==> src/design/scba_pkg.sv <==
// shared types and constants of the size class block allocator
package scba_pkg;

    localparam int GRANULE = 16;
    localparam int GRAN_SH = 4;
    localparam int CLS_W   = 5;
    localparam int HB_W    = 17;
    localparam int SIZE_W  = 9;
    localparam int ADDR_W  = 16;

    localparam logic REQ_ALLOC = 1'b0;
    localparam logic REQ_FREE  = 1'b1;

    typedef enum logic [1:0] {
        ST_OK        = 2'd0,
        ST_EXHAUSTED = 2'd1,
        ST_TOO_LARGE = 2'd2,
        ST_BAD_FREE  = 2'd3
    } t_status;

    typedef enum logic [4:0] {
        S_CLEAR = 5'b00001,
        S_IDLE  = 5'b00010,
        S_EXEC  = 5'b00100,
        S_POP   = 5'b01000,
        S_FREE  = 5'b10000
    } t_state;

    typedef struct packed {
        logic load_req;
        logic clear_step;
        logic rd_issue;
        logic exec_commit;
        logic pop_commit;
        logic free_commit;
    } t_dp_cmd;

    typedef struct packed {
        logic clear_last;
        logic need_pop;
        logic need_free;
        logic out_free;
    } t_dp_sts;

endpackage

==> src/design/scba_ctrl.sv <==
// controller state machine of the allocator
module scba_ctrl (
    input  logic              i_clk,
    input  logic              i_rst_n,
    input  logic              i_in_valid,
    output logic              o_in_ready,
    input  scba_pkg::t_dp_sts i_sts,
    output scba_pkg::t_dp_cmd o_cmd
);
    import scba_pkg::*;

    t_state r_state;
    t_state n_state;

    always_ff @(posedge i_clk) begin
        if (!i_rst_n) begin
            r_state <= S_CLEAR;
        end else begin
            r_state <= n_state;
        end
    end

    always_comb begin
        n_state    = r_state;
        o_cmd      = '0;
        o_in_ready = 1'b0;
        case (r_state)
            S_CLEAR: begin
                o_cmd.clear_step = 1'b1;
                if (i_sts.clear_last) begin
                    n_state = S_IDLE;
                end
            end
            S_IDLE: begin
                o_in_ready = 1'b1;
                if (i_in_valid) begin
                    o_cmd.load_req = 1'b1;
                    n_state        = S_EXEC;
                end
            end
            S_EXEC: begin
                o_cmd.rd_issue = 1'b1;
                if (i_sts.need_pop) begin
                    n_state = S_POP;
                end else if (i_sts.need_free) begin
                    n_state = S_FREE;
                end else if (i_sts.out_free) begin
                    o_cmd.exec_commit = 1'b1;
                    n_state           = S_IDLE;
                end
            end
            S_POP: begin
                if (i_sts.out_free) begin
                    o_cmd.pop_commit = 1'b1;
                    n_state          = S_IDLE;
                end
            end
            S_FREE: begin
                if (i_sts.out_free) begin
                    o_cmd.free_commit = 1'b1;
                    n_state           = S_IDLE;
                end
            end
            default: begin
                n_state = S_CLEAR;
            end
        endcase
    end

endmodule

==> config.mk <==
export PLATFORM = sky130hd
export DESIGN_NAME = scba_ctrl
export DESIGN_NICKNAME = d
export VERILOG_FILES = /design/src/design/scba_pkg.sv /design/src/design/scba_ctrl.sv
export SDC_FILE = /design/constraint.sdc
export NUM_CORES = 1
export LEC_CHECK = 0
export BUFFER_PORTS_ARGS = -buffer_cell sky130_fd_sc_hd__buf_2
export CAP_MARGIN = 5
export CORE_AREA = 2 2 39 41
export CTS_CLUSTER_DIAMETER = 150
export DETAILED_ROUTE_END_ITERATION = 16
export DIE_AREA = 0 0 41 43
export PLACE_DENSITY_LB_ADDON = 0.15
export SYNTH_ARGS = -nofsm -noshare
export SYNTH_HDL_FRONTEND = slang
export SYNTH_SLANG_ARGS = --single-unit
==> constraint.sdc <==
create_clock -name i_clk -period 2.7 [get_ports i_clk]
set_input_delay 0.27 -clock i_clk [delete_from_list [all_inputs] [get_ports i_clk]]
set_output_delay 0.27 -clock i_clk [all_outputs]
set_load 0.02 [all_outputs]
==> summary.txt <==
Pwr
  – Leakage power: 0.2017 nW
  – Total Power: 0.1988 mW
  – PD cells: 435.4 nW/um2
  – VDD IR max: 0.2945 mV

Logic synthesis
  – Xor-xnor portion of the synthesized cell area: 4.778%
  – Post-synth EDFFs: 0
  – #FFs+latches synth: 5
  – Main combinational cell family by area after synthesis: simple AND/OR/NAND/NOR gates
  – Mux contribution to synthesized area: 3.072%
  – Register area share after synthesis: 27.30%
  – Post-synthesis net count: 50
  – Primary FF master, synth: dfxtp_1
  – Avg Cell Area, Syn: 8.526 um2
  – Area of the mapped netlist: 366.6 um2
  – Post-synthesis adder-cell area fraction: 0%
  – Synth warnings: 0
  – Post-synth ARST share: 0%
  – Gate Count Post-Synth: 43
  – Synth unique cells: 29
  – Compound-Gate Fraction of Synth Area: 13.99%
  – Post-synthesis simple-gate area fraction: 43.00%

Final layout
  – Final nets: 65
  – Biggest regs: r_state x5
  – Design Area, Final: 456.7 um2
  – Final cell count without fillers: 73
  – Largest register by flop count: r_state
  – Most frequent cells in the layout: 13 x buf_2, 6 x nor2_1, 5 x dfxtp_1, 3 x clkbuf_4
  – Commonest non-fill, non-tap cell in the layout: buf_2
  – # fillers: 152
  – Area delta synth->final: 24.57%
  – Max FFs per register: 5
  – Ant diodes: 0
  – Share of cells above drive strength 1: 40.35%

Global routing
  – Grt ovf: 0
  – Initial antenna violation count: 0
  – Overall routing resource usage: 11.45%
  – Vias in the first global route: 304
  – Pin count of the biggest net entering global routing: 9
  – First-pass GRT wire length: 1.338 mm

STA
  – Setup-failing EPs final: 0
  – Final Hold Fails: 0
  – Fin Setup TNS: 0 ps
  – RSZ-0062 raised after global routing: no
  – Clock Skews: 3.802 ps
  – Worst-margin pin slew: 443.5 ps
  – Relative slew margins: 70.16%
  – Slew Limit Fails: 0
  – Final Cycle Share: 71.23%
  – Fmax: 0.5200 GHz
  – Final min period: 1923 ps

Worst setup path
  – Crit Path Class: register to output port
  – Crit path max fanout: 7
  – CP max stage cell: or3_4
  – Crit-path max cell delay: 450 ps
  – WP buf/inv: 1
  – CP cell instances: or3_4, nor3b_4, and2_1, buf_2
  – Worst EP required: 2430 ps
  – CP Capture Type: output port
  – Worst EP arrival: 1650 ps
  – Worst path top cell family by delay: simple AND/OR/NAND/NOR gates
  – Crit start category: register

Job
  – Max Cap Violations: 0

Clock tree
  – Clock latency on the worst-skew pair: 240 ps
  – Worst-path clk slew: 40 ps
  – Setup repair bufs after CTS: 0
  – CTS tree: done
  – CTS buffer count: 3
  – CTS max path bufs: 2
  – Post-CTS Resized: 0
  – Hold Buf Count CTS: 0
  – Htree depth: 1
  – Clock root buffer master: clkbuf_4
  – Clk sinks: 5

Die
  – CORE AREA: 1384 um2
  – I/O pin count: 14
  – Die width: 41 um
  – Starting Density: 26.49%
  – Die extent in y: 43 um
  – Row count: 14
  – Die area: 1763 um2

Detailed routing
  – Vias: 343
  – Vias per inst: 4.699
  – DR iter-0 viols: 5
  – Routed Antenna Nets: 0
  – Routed Wire Length: 792 um
  – Pre-antenna DRT Iters: 2
  – DRC: 0
  – WL per Instance: 10.85 um

Placed design
  – IO buf count: 13
  – Area after DPL: 430.4 um2
  – Placed Cells: 69
  – DP HPWL: 639.4 um
  – Routability-driven placement congestion ratio: 0.7066

Outcome
  – Status: finished clean

Worst hold path
  – Hold/Removal Path Class: primary input to register
-- path summary, 6_finish.rpt --
| path | cells after the start | start | to | slack [ps] |
|---|---|---|---|---|
| max reg2reg | 5 | r_state[4] | r_state[1] | 1210 |
| min | 2 | i_rst_n | r_state[0] | 270 |
| min reg2reg | 2 | r_state[2] | r_state[2] | 630 |
| max | 4 | r_state[4] | o_cmd[5] | 780 |
-- power breakdown --
| part | internal (mW) | switching [mW] | leakage [nW] |
|---|---|---|---|
| Combinational | 0.0159 | 0.0160 | 0.146 |
| Clock | 0.0558 | 0.0296 | 0.0150 |
| Sequential | 0.0769 | 0.00459 | 0.0407 |
| Total | 0.149 | 0.0503 | 0.202 |
-- metal layers --
metal	vias to the layer above	part of all wire (%)	global-route usage, %
met5	-	0	0
met4	0	0	2.000
met3	0	10	7.853
met2	16	40	13.44
met1	146	50	17.04
li1	181	-	-
-- synthesized netlist by cell type (2+ instances only) --
library cell,instances,area share [%]
nor3b_4,2,10
nand2_1,2,2.0
dfxtp_1,5,27
nor2_1,6,6.1
buf_2,2,2.7
inv_1,2,2.0
and2_1,2,3.4
-- cells by family (layout without fill, tap and decap cells) --
logic type | count (synthesis) | after routing
buf+inv | 5 | 19
xor+xnor | 2 | 2
simple gates | 23 | 23
compound gates | 7 | 7
mux | 1 | 1
flops | 5 | 5
-- through the flow --
| stage | setup slack, ps | hold slack [ps] | util, % |
|---|---|---|---|
| floorplan | 954.4 | 362.0 | - |
| detailed placement | 1014 | 518.5 | 31.10 |
| global placement | 1034 | 522.0 | 31.10 |
| global route | 661.7 | 263.4 | 33.00 |
| CTS | 746.5 | 264.2 | 33.00 |
| finish | 776.8 | 272.5 | 33.00 |
-- cell type report --
cell class                      instances  area (um2)  share of cell area [%]
Multi-Input combinational cell         33       237.7                   52.05
Sequential cell                         5       100.1                   21.92
Timing Repair Buffer                   13       65.06                   14.25
Clock buffer                            4       26.28                   5.753
Tap cell                               16       20.02                   4.384
Inverter                                2       7.507                   1.644
No activity file was read; power rests on OpenSTA's default activity.
